`config.mk`:
```
export PLATFORM = sky130hd
export DESIGN_NAME = tqi_table_mem
export DESIGN_NICKNAME = d
export VERILOG_FILES = /design/src/rtl/tqi_pkg.sv /design/src/rtl/tqi_table_mem.sv
export SDC_FILE = /design/constraint.sdc
export NUM_CORES = 2
export LEC_CHECK = 0
export BUFFER_PORTS_ARGS = -buffer_cell sky130_fd_sc_hd__buf_2
export CAP_MARGIN = 30
export CORE_ASPECT_RATIO = 2
export CORE_MARGIN = 2
export CORE_UTILIZATION = 60
export DETAILED_ROUTE_END_ITERATION = 6
export PLACE_DENSITY = 0.79
export SETUP_SLACK_MARGIN = 0.2
export SYNTH_ARGS = -nofsm -noshare
export SYNTH_HDL_FRONTEND = slang
export SYNTH_SLANG_ARGS = --single-unit
```
`constraint.sdc`:
```
create_clock -name clk -period 4 [get_ports clk]
set_clock_uncertainty 0.05 [all_clocks]
set_input_delay 0.4 -clock clk [delete_from_list [all_inputs] [get_ports clk]]
set_output_delay 0.4 -clock clk [all_outputs]
set_load 0.02 [all_outputs]
```
`src/rtl/tqi_pkg.sv`:
```
// Shared types and constants for the table quadratic interpolator.
// No dependencies; imported by every module of the block.
package tqi_pkg;

    localparam int DEFAULT_TABLE_DEPTH = 64;
    localparam int XW                  = 16;
    localparam int YW                  = 16;
    localparam int COUNT_W             = 7;
    localparam int IDX_W               = 6;
    localparam int MIN_POINTS          = 3;

    localparam logic [COUNT_W-1:0] POINT_COUNT_RESET = 7'd3;

    localparam logic OP_LOAD  = 1'b0;
    localparam logic OP_QUERY = 1'b1;

    // Operands handed to the arithmetic unit for one quadratic fit.
    typedef struct packed {
        logic          start;
        logic [XW-1:0] x;
        logic [XW-1:0] x0;
        logic [XW-1:0] x1;
        logic [XW-1:0] x2;
        logic [YW-1:0] y0;
        logic [YW-1:0] y1;
        logic [YW-1:0] y2;
    } arith_req_t;

    // Result of the arithmetic unit, valid for one cycle with done.
    typedef struct packed {
        logic          done;
        logic [YW-1:0] y;
        logic          sat;
    } arith_res_t;

endpackage

```
`src/rtl/tqi_table_mem.sv`:
```
// Point table storage: one synchronous RAM, x and y packed per entry.
// Depends on tqi_pkg for field widths.
module tqi_table_mem
    import tqi_pkg::*;
#(
    parameter int DEPTH = DEFAULT_TABLE_DEPTH,
    parameter int AW    = $clog2(DEFAULT_TABLE_DEPTH)
)
(
    input  logic               clk,
    input  logic               we,
    input  logic [AW-1:0]      waddr,
    input  logic [XW+YW-1:0]   wdata,
    input  logic [AW-1:0]      raddr,
    output logic [XW+YW-1:0]   rdata
);

    logic [XW+YW-1:0] mem [DEPTH];
    logic [XW+YW-1:0] rdata_reg;

    always_ff @(posedge clk)
    begin
        if (we)
        begin
            mem[waddr] <= wdata;
        end
        rdata_reg <= mem[raddr];
    end

    assign rdata = rdata_reg;

endmodule

```
### Word-level counts from Yosys, hierarchy flattened

Memories as Yosys holds them, arrays and structs flattened. A register that Yosys moved wholly into a read port is not among the register bits.
Index checks and enable logic that the tools add are counted.

* RAM bits: 2048
* logic and storage cells: 3
* memories kept: 1
* output and inout bits: 32
* register bits after elaboration: 0

* muxes and demuxes: 2

Memories
* mem: depth 64, width 32, read ports 1, clocked after memory_dff 1, write ports 1, RTL line tqi_table_mem.sv:18 `logic [XW+YW-1:0] mem [DEPTH];`

Operators by type and width (number)
* 1-bit 2-to-1 mux: 2

### Depth between registers and ports, before layout

* depth after elaboration: 2
* gate-level depth with buffers: 10
* depth with buffers taken out: 5

### Worst setup path after synthesis

OpenSTA, ideal clock, no wires.

* path type: input to register
* start: in waddr[3]
* end: mem mem[48][0] (netlist name), enable pin
* library setup time: 0.461 ns
* arrival: 3.099 ns
* buffers on the path: 1
* stages on the path: 4
* path slack: 0.390 ns
* cell sequence: clkbuf_1 > nor2b_1 > nand4b_1 > nor3_1

RTL lines
* start: declaration: RTL line tqi_table_mem.sv:12 `input logic [AW-1:0] waddr,`
* end: declaration: RTL line tqi_table_mem.sv:18

No word-level cell before the write port.

==> results by group <==
CTS
  • CTS tree: built
  • Clock transition at the registers of the reported paths: 0.07 ns
  • CTS hold repair buffers: 8
  • CTS Sinks: 2080
  • CTS Buffer Depth: 3
  • Post-CTS Setup Inserts: 0
  • H-tree depth: 4
  • CTS Buf Count: 162
  • Post-cts resize count: 0
  • Root Driver: clkbuf_16
  • Clk_lat worst skew: 0.81 ns

Global route
  • Met1 Resource Use GR: 0.397
  • M3 GR Usage: 0.0616
  • Total GRT Usage: 0.335
  • Vias in the first global route: 40000
  • Initial antenna violation count: 23
  • Largest net degree at the start of global routing: 65
  • Top Usage Layer GRT: met2
  • Met2 GRT Util: 0.546
  • Aggregate global routing overflow: 0
  • First-pass GRT wire length: 305 mm

Floorplanning
  • # rows: 187
  • Starting Density: 0.605
  • Die width: 260 µm
  • Die span in y: 516 µm
  • I/O pins: 78
  • CORE AREA: 0.130 mm²
  • Die footprint: 0.134 mm²

Place
  • Routability cong.: 0.894
  • Detailed placement HPWL: 126 mm
  • Port Buf Inserts: 77

Timing
  • WHS: 0.0352 ns
  • Fin crit share: 0.712
  • Setup TNS: 0 ns
  • Final Hold Violating Endpoints: 0
  • Final Max Tran Viols: 0
  • Final setup fails: 0
  • FMAX: 0.351 GHz
  • RSZ-0062 raised after global routing: no
  • Tightest Pin Transition: 1.05 ns
  • Slew margin rel.: 0.294
  • Crit path time final: 2.85 ns

Layout
  • Multi-input logic area: 0.0160 mm²
  • Area occupied by registers: 0.0621 mm²
  • Max FFs per register: 2048
  • Fin nets: 3694
  • Fill count: 7218
  • Area Growth Syn to Fin: 13.0%
  • Util after Layout: 0.683
  • Most frequent cells in the layout: edfxtp_1, mux4_2, buf_4
  • Share of cells above drive strength 1: 0.315
  • Most common cell after layout, fill and taps aside: edfxtp_1

Route
  • 1st-iter DRT viols: 6375
  • Remaining DRCs: 0
  • ANT nets after route: 0
  • Initial DRT Pass Iterations: 6
  • Vias per cell: 7.14
  • DR vias: 39300
  • Wire per inst: 39.8 µm
  • Routed wire length: 219 mm

Worst setup path
  • Crit path kind: in -> reg
  • Slowest stage delay, CP: 0.80 ns
  • WP data required: 4.67 ns
  • Worst-path cell chain: buf_8 -> buf_4 -> or2_1 -> buf_4 -> o22ai_1 -> nor2_1 -> a21oi_1 -> nor2_1
  • Startpoint types: primary input
  • CP max-delay cell: nor2_1
  • Crit. End Element: register
  • CP arrival: 3.52 ns
  • Crit path max fanout: 63
  • Reg2Reg Setup Slack: 1.59 ns

Logic synthesis
  • Post-Syn Nets: 3370
  • Synth unique cells: 34
  • Post-synthesis cell count: 3324
  • Flops & latches, synth: 2080
  • Sequential area share after synthesis: 0.791
  • Mapped cell area: 0.0785 mm²
  • Synth Area per Inst: 23.6 µm²
  • Ys Warns: 0

Hold path
  • HP Class: in -> reg

Job
  • Max-cap violations: 0

Power and ir drop
  • Pwr per Cell Area: 493 mW/mm²
  • Design Power: 0.0437 W
  • Peak VDD IR: 0.538 mV
  • Leakage: 27.9 nW

Run status
  • Status: finished, final reports clean
## layout make-up
| class | instances | area share |
|---|---|---|
| sequential | 2080 | 0.701 |
| multi-input combinational | 1062 | 0.180 |
| clock buffer | 202 | 0.0489 |
| timing repair buffer | 342 | 0.0330 |
| tap | 1701 | 0.0240 |
| clock inverter | 101 | 0.0131 |
| antenna | 11 | 0.000310 |
## report_power, final
part | total [W] | switching (W) | leakage (nW) | internal, W
logic | 0.00262 | 0.00169 | 6.47 | 0.000929
clock network | 0.0169 | 0.00766 | 2.69 | 0.00922
registers | 0.0242 | 0.000108 | 18.7 | 0.0241
total | 0.0437 | 0.00946 | 27.9 | 0.0343
## cell families after synthesis
| logic type | share of synthesized area |
|---|---|
| AO/OA/AOI/OAI | 0.0167 |
| AND/OR/NAND/NOR | 0.0127 |
| buffers and inverters | 0.0113 |
| multiplexers | 0.168 |
| flip-flops | 0.791 |
## worst paths after layout
kind / startpoint / end / cells past startpoint
min: wdata[25] / mem[46][25] / 1
max: raddr[2] / rdata[9] / 8
min reg2reg: mem[28][8] / rdata[8] / 4
max reg2reg: mem[19][13] / rdata[13] / 4
## cells in the mapped netlist, drive strengths merged
cell    count  area [µm²]
buf       108         608
o32ai       4        35.0
and2        2        12.5
or3b        5        43.8
a41o        4        40.0
nand4       2        12.5
nor3        7        35.0
or3         3        18.8
nand2      26        97.6
a311oi      8        70.1
a22oi      12        90.1
nand3b      5        37.5
o221ai     27         236
mux2i      93         931
nor2b      15        93.8
clkbuf     74         278
nor2      137         514
and3        4        25.0
a21oi      62         310
edfxtp   2048       61500
nand4b      1        8.76
dfxtp      32         641
o22ai      84         526
nand2b      8        50.1
mux4      544       12300
a31oi       1        6.26
nand3       5        25.0
or2         3        18.8
## worst max-delay path: cells and delay by family
family | cells | cell delay (ns)
buf+inv | 3 | 1.28
simple gates | 3 | 1.23
compound gates | 2 | 0.55
## through the flow
| stage | instances | instance area [µm²] | worst slack, ns |
|---|---|---|---|
| 6_report | 5499 | 88700 | 1.15 |
| 5_1_grt | 5489 | 88700 | 1.24 |
| 4_1_cts | 5478 | 88500 | 1.24 |
| 3_5_place_dp | 5167 | 82900 | 0.437 |
| 3_3_place_gp | 5157 | 82800 | 0.378 |
| 2_1_floorplan | 3324 | 78500 | 0.390 |
## per-layer routing
metal  part of all wire  up-vias  wire [µm]
li1                   -    14900          -
met1               0.30    20300      65400
met2               0.50     3290     109000
met3               0.11      779      23300
met4              0.097       14      21300
met5            0.00042        -         91
(Power assumes the default switching activity.)
