### config.mk
export PLATFORM = sky130hd
export DESIGN_NAME = tqi_arith
export DESIGN_NICKNAME = d
export VERILOG_FILES = /design/src/rtl/tqi_pkg.sv /design/src/rtl/tqi_arith.sv
export SDC_FILE = /design/constraint.sdc
export NUM_CORES = 2
export LEC_CHECK = 0
export ABC_AREA = 1
export BUFFER_PORTS_ARGS = -buffer_cell sky130_fd_sc_hd__buf_4
export CORE_UTILIZATION = 25
export DETAILED_ROUTE_END_ITERATION = 10
export HOLD_SLACK_MARGIN = 0.12
export PLACE_DENSITY = 0.4
export SLEW_MARGIN = 20
export SYNTH_ARGS = -nofsm -noshare
export SYNTH_HDL_FRONTEND = slang
export SYNTH_SLANG_ARGS = --single-unit
export TNS_END_PERCENT = 20
### constraint.sdc
create_clock -name clk -period 11.8 [get_ports clk]
set_input_delay 1.77 -clock clk [delete_from_list [all_inputs] [get_ports clk]]
set_output_delay 1.77 -clock clk [all_outputs]
set_load 0.005 [all_outputs]
### src/rtl/tqi_pkg.sv
// Shared types and constants for the table quadratic interpolator.
// No dependencies; imported by every module of the block.
package tqi_pkg;

    localparam int DEFAULT_TABLE_DEPTH = 64;
    localparam int XW                  = 16;
    localparam int YW                  = 16;
    localparam int COUNT_W             = 7;
    localparam int IDX_W               = 6;
    localparam int MIN_POINTS          = 3;

    localparam logic [COUNT_W-1:0] POINT_COUNT_RESET = 7'd3;

    localparam logic OP_LOAD  = 1'b0;
    localparam logic OP_QUERY = 1'b1;

    // Operands handed to the arithmetic unit for one quadratic fit.
    typedef struct packed {
        logic          start;
        logic [XW-1:0] x;
        logic [XW-1:0] x0;
        logic [XW-1:0] x1;
        logic [XW-1:0] x2;
        logic [YW-1:0] y0;
        logic [YW-1:0] y1;
        logic [YW-1:0] y2;
    } arith_req_t;

    // Result of the arithmetic unit, valid for one cycle with done.
    typedef struct packed {
        logic          done;
        logic [YW-1:0] y;
        logic          sat;
    } arith_res_t;

endpackage

### src/rtl/tqi_arith.sv
// Lagrange quadratic evaluation: one shared multiplier stepped through the
// partial products, then a compare and a 16-step restoring divider. Uses tqi_pkg.
module tqi_arith
    import tqi_pkg::*;
(
    input  logic       clk,
    input  logic       rst_n,
    input  arith_req_t req,
    output arith_res_t res
);

    typedef enum logic [3:0] {
        P_IDLE = 4'b0001,
        P_MUL  = 4'b0010,
        P_CMP  = 4'b0100,
        P_DIV  = 4'b1000
    } phase_t;

    localparam logic [3:0] ST_AB   = 4'd0;
    localparam logic [3:0] ST_ABC  = 4'd1;
    localparam logic [3:0] ST_Y0U  = 4'd2;
    localparam logic [3:0] ST_Y0UV = 4'd3;
    localparam logic [3:0] ST_NEG  = 4'd4;
    localparam logic [3:0] ST_Y1V  = 4'd5;
    localparam logic [3:0] ST_Y1VC = 4'd6;
    localparam logic [3:0] ST_Y2U  = 4'd7;
    localparam logic [3:0] ST_Y2UA = 4'd8;
    localparam logic [3:0] ST_SUM  = 4'd9;
    localparam logic [3:0] ST_P    = 4'd10;

    phase_t        phase_reg, phase_next;
    logic [3:0]    step_reg, step_next;
    logic [XW-1:0] a_reg, b_reg, c_reg, u_reg, v_reg, xd_reg;
    logic [YW-1:0] y0_reg, y1_reg, y2_reg;
    logic [47:0]   t_reg, d_reg;
    logic [63:0]   neg_reg;
    logic [48:0]   s_reg;
    logic [64:0]   p_reg;
    logic [63:0]   r_reg, dv_reg;
    logic [YW-1:0] q_reg;
    logic [3:0]    cnt_reg;
    logic          done_reg;
    logic [YW-1:0] y_reg;
    logic          sat_reg;

    logic [48:0]   mul_a;
    logic [15:0]   mul_b;
    logic [64:0]   prod;
    logic [64:0]   diff;
    logic [63:0]   rem;

    // Operand select for the shared multiplier
    always_comb
    begin
        mul_a = '0;
        mul_b = '0;
        case (step_reg)
            ST_AB:   begin mul_a = 49'(a_reg);  mul_b = b_reg;  end
            ST_ABC:  begin mul_a = 49'(t_reg);  mul_b = c_reg;  end
            ST_Y0U:  begin mul_a = 49'(y0_reg); mul_b = u_reg;  end
            ST_Y0UV: begin mul_a = 49'(t_reg);  mul_b = v_reg;  end
            ST_NEG:  begin mul_a = 49'(t_reg);  mul_b = b_reg;  end
            ST_Y1V:  begin mul_a = 49'(y1_reg); mul_b = v_reg;  end
            ST_Y1VC: begin mul_a = 49'(t_reg);  mul_b = c_reg;  end
            ST_Y2U:  begin mul_a = 49'(y2_reg); mul_b = u_reg;  end
            ST_Y2UA: begin mul_a = 49'(t_reg);  mul_b = a_reg;  end
            ST_P:    begin mul_a = s_reg;       mul_b = xd_reg; end
            default: begin mul_a = '0;          mul_b = '0;     end
        endcase
    end

    assign prod = 65'(mul_a) * 65'(mul_b);
    assign diff = p_reg - 65'(neg_reg);
    assign rem  = neg_reg - p_reg[63:0];

    always_comb
    begin
        phase_next = phase_reg;
        step_next  = step_reg;
        case (phase_reg)
            P_IDLE:
            begin
                if (req.start)
                begin
                    phase_next = P_MUL;
                    step_next  = ST_AB;
                end
            end
            P_MUL:
            begin
                step_next = step_reg + 4'd1;
                if (step_reg == ST_P)
                begin
                    phase_next = P_CMP;
                end
            end
            P_CMP:
            begin
                if (p_reg <= 65'(neg_reg) || diff >= 65'({d_reg, 16'h0000}))
                begin
                    phase_next = P_IDLE;
                end
                else
                begin
                    phase_next = P_DIV;
                end
            end
            P_DIV:
            begin
                if (cnt_reg == 4'd0)
                begin
                    phase_next = P_IDLE;
                end
            end
            default: phase_next = P_IDLE;
        endcase
    end

    always_ff @(posedge clk or negedge rst_n)
    begin
        if (!rst_n)
        begin
            phase_reg <= P_IDLE;
            step_reg  <= ST_AB;
            done_reg  <= 1'b0;
        end
        else
        begin
            phase_reg <= phase_next;
            step_reg  <= step_next;
            done_reg  <= 1'b0;
            if (phase_reg == P_CMP && phase_next == P_IDLE)
            begin
                done_reg <= 1'b1;
            end
            if (phase_reg == P_DIV && cnt_reg == 4'd0)
            begin
                done_reg <= 1'b1;
            end
        end
    end

    // Datapath registers
    always_ff @(posedge clk)
    begin
        case (phase_reg)
            P_IDLE:
            begin
                if (req.start)
                begin
                    a_reg  <= req.x1 - req.x0;
                    b_reg  <= req.x2 - req.x1;
                    c_reg  <= req.x2 - req.x0;
                    u_reg  <= req.x - req.x1;
                    v_reg  <= req.x2 - req.x;
                    xd_reg <= req.x - req.x0;
                    y0_reg <= req.y0;
                    y1_reg <= req.y1;
                    y2_reg <= req.y2;
                end
            end
            P_MUL:
            begin
                case (step_reg)
                    ST_ABC:  d_reg   <= prod[47:0];
                    ST_NEG:  neg_reg <= prod[63:0];
                    ST_Y1VC: s_reg   <= prod[48:0];
                    ST_SUM:  s_reg   <= s_reg + 49'(t_reg);
                    ST_P:    p_reg   <= prod;
                    default: t_reg   <= prod[47:0];
                endcase
            end
            P_CMP:
            begin
                if (p_reg <= 65'(neg_reg))
                begin
                    // negative or zero: truncate to 0, flag when at or below -1
                    y_reg   <= '0;
                    sat_reg <= (rem >= 64'(d_reg));
                end
                else if (diff >= 65'({d_reg, 16'h0000}))
                begin
                    y_reg   <= '1;
                    sat_reg <= 1'b1;
                end
                else
                begin
                    r_reg   <= diff[63:0];
                    dv_reg  <= 64'({d_reg, 15'h0000});
                    q_reg   <= '0;
                    cnt_reg <= 4'd15;
                    sat_reg <= 1'b0;
                end
            end
            P_DIV:
            begin
                if (r_reg >= dv_reg)
                begin
                    r_reg <= r_reg - dv_reg;
                end
                q_reg   <= {q_reg[YW-2:0], (r_reg >= dv_reg)};
                dv_reg  <= dv_reg >> 1;
                cnt_reg <= cnt_reg - 4'd1;
                if (cnt_reg == 4'd0)
                begin
                    y_reg <= {q_reg[YW-2:0], (r_reg >= dv_reg)};
                end
            end
            default: ;
        endcase
    end

    assign res.done = done_reg;
    assign res.y    = y_reg;
    assign res.sat  = sat_reg;

endmodule

== Yosys cells after proc, flatten, opt, wreduce, memory -nomap -nowiden ==
Index checks and enable logic that the tools add are counted.

* Flip-flop bits (word level): 591
* Bits of input ports: 115
* Output and inout bits: 18
* Word-level logic and storage cells: 117

* Add/sub/neg operators: 12
* Multipliers: 1
* $lt $le $gt $ge: 4
* Equal/unequal tests: 21
* Muxes and demuxes: 31
* Bitwise operators: 1
* Reduce and logical (&&, ||, !) cells: 24

{| class="wikitable"
|+ Operator list
! operator !! number
|-
| 64-bit two-way mux || 5
|-
| 49-bit case mux with 6 select lines || 1
|-
| 64-bit case mux with 2 select lines || 2
|-
| 64-bit subtractor || 2
|-
| 49-bit case mux with 2 select lines || 1
|-
| 16-bit case mux with 6 select lines || 1
|-
| 16-bit subtractor || 6
|-
| 65-bit by 64-bit greater-or-equal comparator with 1-bit output || 1
|-
| 65-bit by 64-bit less-or-equal comparator with 1-bit output || 1
|-
| 49-bit by 16-bit multiplier with 65-bit output || 1
|-
| 65-bit by 64-bit subtractor with 65-bit output || 1
|-
| 64-bit by 48-bit greater-or-equal comparator with 1-bit output || 1
|-
| 64-bit greater-or-equal comparator || 1
|-
| 49-bit by 48-bit adder with 49-bit output || 1
|-
| 16-bit two-way mux || 3
|-
| 16-bit case mux with 2 select lines || 1
|-
| 15-bit two-way mux || 2
|-
| 15-bit case mux with 2 select lines || 1
|-
| 4-bit two-way mux || 7
|-
| 4-bit by 3-bit equality test with 1-bit output, second input constant || 5
|-
| 4-bit equality test, second input constant || 4
|-
| 4-bit case mux with 2 select lines || 2
|-
| 4-bit case mux with 4 select lines || 1
|-
| 2-bit AND reduction || 7
|-
| 17 further kinds || 36
|}

== Logic depth before layout (Yosys ltp) ==
* Depth in word-level cells: 9
* Depth in mapped cells: 41
* Mapped depth without buffers: 39

== Worst setup path before layout ==
No wires, ideal clock.

* Kind: flip-flop to flip-flop
* From: register step_reg[0]
* To: register t_reg[0], enable pin
* Library setup time: 0.711 ns
* Data arrival time: 8.717 ns
* Data required time: 11.089 ns
* Path slack: 2.372 ns
* Cell stages (with the launch flop): 8
* Buffers on the path: 2
* Period minus slack after synthesis: 9.428 ns
* Cell sequence: dfrtp_1 inv_1 ha_1 inv_1 nor2_1 buf_2 buf_2 a2111oi_0

* Cells in the longest elaborated chain, start to end: 4
* Elaborated cells between the ends (all ways): 8
* Those cells by class: eq/ne (5); bitwise (1); reduce/logical (2)

{| class="wikitable"
|+ RTL lines
! item !! line !! RTL
|-
| start, declared || tqi_arith.sv:32 || <nowiki>logic [3:0] step_reg, step_next;</nowiki>
|-
| start signal, assigned || tqi_arith.sv:130 || <nowiki>step_reg <= step_next;</nowiki>
|-
| 4-bit equality test, or another cell as far along || tqi_arith.sv:164 || <nowiki>case (step_reg)</nowiki>
|-
| 5-bit OR reduction (no line) * || -- ||
|-
| 1-bit NOT (no line) * || -- ||
|-
| 2-bit AND reduction (no line) * || -- ||
|-
| end signal, assigned || tqi_arith.sv:170 || <nowiki>default: t_reg <= prod[47:0];</nowiki>
|-
| end, declared || tqi_arith.sv:35 || <nowiki>logic [47:0] t_reg, d_reg;</nowiki>
|}

Every way passes the cells marked *; elsewhere a longest branch is shown, timed or not.
A chain may end at the register's enable or synchronous reset.

== Worst setup path after layout ==
* From: register step_reg[1]
* To: register d_reg[43] (data pin)

* Cells in the longest elaborated chain, start to end: 4
* Elaborated cells between the ends (all ways): 18
* Those cells by class: mul (1); eq/ne (9); mux (2); reduce/logical (6)

{| class="wikitable"
|+ RTL lines
! item !! line !! RTL
|-
| 4-bit by 3-bit equality test with 1-bit output, or another cell as far along || tqi_arith.sv:57 || <nowiki>case (step_reg)</nowiki>
|-
| 5-bit OR reduction (no line) or 2-bit OR reduction (tied branches) || -- ||
|-
| 49-bit case mux with 6 select lines or 16-bit case mux with 6 select lines (tied branches) || tqi_arith.sv:57 ||
|-
| 49-bit by 16-bit multiplier with 65-bit output * || tqi_arith.sv:72 || <nowiki>assign prod = 65'(mul_a) * 65'(mul_b);</nowiki>
|-
| via prod[43] || tqi_arith.sv:48 || <nowiki>logic [64:0] prod;</nowiki>
|-
| end signal, assigned || tqi_arith.sv:165 || <nowiki>ST_ABC: d_reg <= prod[47:0];</nowiki>
|-
| end, declared || tqi_arith.sv:35 ||
|}

The timed path passes the listed nets; every way through them passes the cells marked *.

==> key figures <==
Worst setup path
  • Startpoint Class: flip-flop
  • WP data arrival: about 11 ns
  • Slowest cell on the critical path: nor3_1
  • Most frequent CP cell: inv_1
  • Critical Path RT: 12.22 ns
  • CP endpoint kind: flip-flop
  • CP Class: reg2reg
  • CP peak stage delay: slightly below 0.8 ns
  • Crit path max fanout: 28

CTS
  • Root Driver: clkbuf_16
  • Clk slew on worst S/H paths: around 0.06 ns
  • CTS Buf Count: 74
  • Htree depth: 3
  • Setup Fix Bufs, Post-CTS: 0
  • CTS Sinks: 590
  • CTS resizes: 0
  • Worst skew pair latency: 0.74 ns
  • CTS tree: done
  • Hold-fix buffers, CTS: 0
  • Clock Tree Buf Depth: 3

Final layout
  • Share of layout cells above drive strength 1: 6.29%
  • Area growth, synth to finish: 11.2%
  • Most frequent cells in the layout: nand2_1, inv_1, nor2_1
  • Final #Nets: 10300
  • Fillers: 30700
  • Max reg flops: 65
  • Most common cell after layout, fill and taps aside: nand2_1

Synthesis
  • FF+latch count, synth: 590
  • Post-synthesis cell count: 8890
  • Number of flops mapped to enable cells by yosys: approximately 580
  • Post-synthesis sequential area ratio: 25.2%
  • Post-Syn Area: 70100 sq um
  • Mean Syn Cell Area: 7.88 sq um
  • Async S/R FF share, synth: 1.53%
  • Synth Warn #: 0
  • Syn Nets: 10200
  • Most used DFF post-synth: edfxtp_1
  • Synth cell types: 69

Timing
  • Setup TNS: 0 ns
  • Fmax: approximately 97 MHz
  • Final Hold Viols: 0
  • Worst-Margin Slew: 1.07 ns
  • Endpoints failing setup: 0
  • Final Cycle Share: 87.3%
  • Rel. slew slack: 28.1%
  • RSZ-0062 raised after global routing: no
  • Max Transition Viols Final: 0
  • Min Clock Period, post-route: 10.30 ns
  • Max Clock Skew: 0.0993 ns

Floorplan
  • Die area: roughly 280000 sq um
  • Core area: roughly 280000 sq um
  • Initial core utilization: 25.1%
  • DIE HEIGHT: 531 microns
  • DIE WIDTH: around 530 microns
  • Rows: 194
  • I/O pin total: 133

Drt
  • Via density: 4.61
  • Drt total wl: ~280 mm
  • Wire per inst: 22.3 microns
  • DRC: 0
  • Final ANT Viol Nets: 0
  • Vias: 58700
  • First DRT Iteration DRCs: approximately 4000
  • Pre-Repair DR Iteration Count: 6

Global routing
  • Vias in the first global route: 61200
  • Antenna violations before repair: 8
  • Grt total ovfl: 0
  • Total track usage: 19.9%
  • First-pass GRT wire length: 415 mm
  • Pin count of the biggest net entering global routing: 80

Placement
  • IO buf count: 132
  • Dpl hpwl: 242 mm
  • RD Place Congestion: 0.930

Worst hold path
  • Hold Crit Class: reg2reg

Outcome
  • Status: finished, final reports clean

Run
  • Max-cap violations: 0
-- cells in the mapped netlist (15+ instances only) --
library cell	n	area, sq um
nor2_1	830	3120
a31oi_1	73	457
nor2_2	44	275
o21ai_0	395	1980
xnor2_1	105	920
edfxtp_1	581	17400
buf_4	15	113
nor3_1	39	195
a21boi_0	24	180
inv_1	1759	6600
o21a_1	35	263
or2_2	21	131
ha_1	566	7080
clkbuf_1	56	210
nand4_1	57	357
inv_2	61	229
a21o_1	39	293
nand2_1	2102	7890
o21bai_1	48	360
a22oi_2	26	325
xor2_1	194	1700
a211oi_1	17	128
o21ai_1	26	130
a21oi_1	491	2460
fa_1	666	13300
nand3_1	245	1230
buf_2	129	646
nor4_1	18	113
nand2_2	24	150
-- metal layers --
layer  vias up  share of wire (%)  global-route usage, %
met5         -             0.0042                      0
met4         2                3.3                   6.19
met3       312                3.7                   1.93
met2      1312                 47                   33.8
met1     29000                 46                   26.5
li1      28100                  -                      -
-- cell type report --
class | instances | area (sq um) | area share [%]
antenna | 2 | 5.00 | 0.00642
clock buffer | 83 | 1890 | 2.42
clock inverter | 48 | 667 | 0.856
inverter | 1835 | 6890 | 8.84
multi-input combinational | 6253 | 44600 | 57.2
sequential | 590 | 17700 | 22.7
tap | 3724 | 4660 | 5.98
timing repair buffer | 207 | 1570 | 2.01
-- cell families after synthesis --
| group | Yosys count | synth area share (%) |
|---|---|---|
| multiplexers | 1 | 0.0143 |
| AND/OR/NAND/NOR | 3440 | 19.9 |
| adder cells (fa/ha/maj) | 1232 | 29.1 |
| buffers and inverters | 2047 | 11.3 |
| XOR/XNOR | 299 | 3.74 |
| AO/OA/AOI/OAI | 1281 | 10.7 |
| flip-flops | 590 | 25.2 |
-- path summary, 6_finish.rpt --
| path | start | to | slack [ns] | depth (start not counted) |
|---|---|---|---|---|
| hold / removal | q_reg[14] | y_reg[15] | 0.54 | 2 |
| setup / recovery | step_reg[1] | d_reg[43] | 1.50 | 32 |
| setup reg to reg | step_reg[1] | d_reg[43] | 1.50 | 32 |
| min in group asynchronous | rst_n | step_reg[2] | 0.89 | 1 |
| hold reg to reg | q_reg[14] | y_reg[15] | 0.54 | 2 |
| max in group asynchronous | rst_n | phase_reg[0] | 10.69 | 1 |
-- critical path: cells and delay by family (launching register included) --
| family | cells | cell delay, ns |
|---|---|---|
| buf+inv | 11 | 2.19 |
| simple gates | 9 | 2.51 |
| flops | 1 | 0.39 |
| xor+xnor | 1 | 0.42 |
| compound gates | 3 | 0.83 |
| fa+ha+maj | 8 | 3.64 |
-- metrics by stage --
stage               util (%)  std cells  hold WS (ns)  cell area (sq um)  worst slack, ns
finish                  27.9      12700         0.540              77900             1.50
global route            27.9      12700         0.589              77900             1.11
CTS                     27.9      12700         0.540              77900             1.63
detailed placement      27.0      12600         0.525              75400             1.65
global placement        27.0      12600         0.525              75400             1.80
floorplan                  -       8890         0.501              70100             2.37
Power is not shown: default switching activity piles up to over one toggle a cycle in this logic, so the estimate is an artifact.
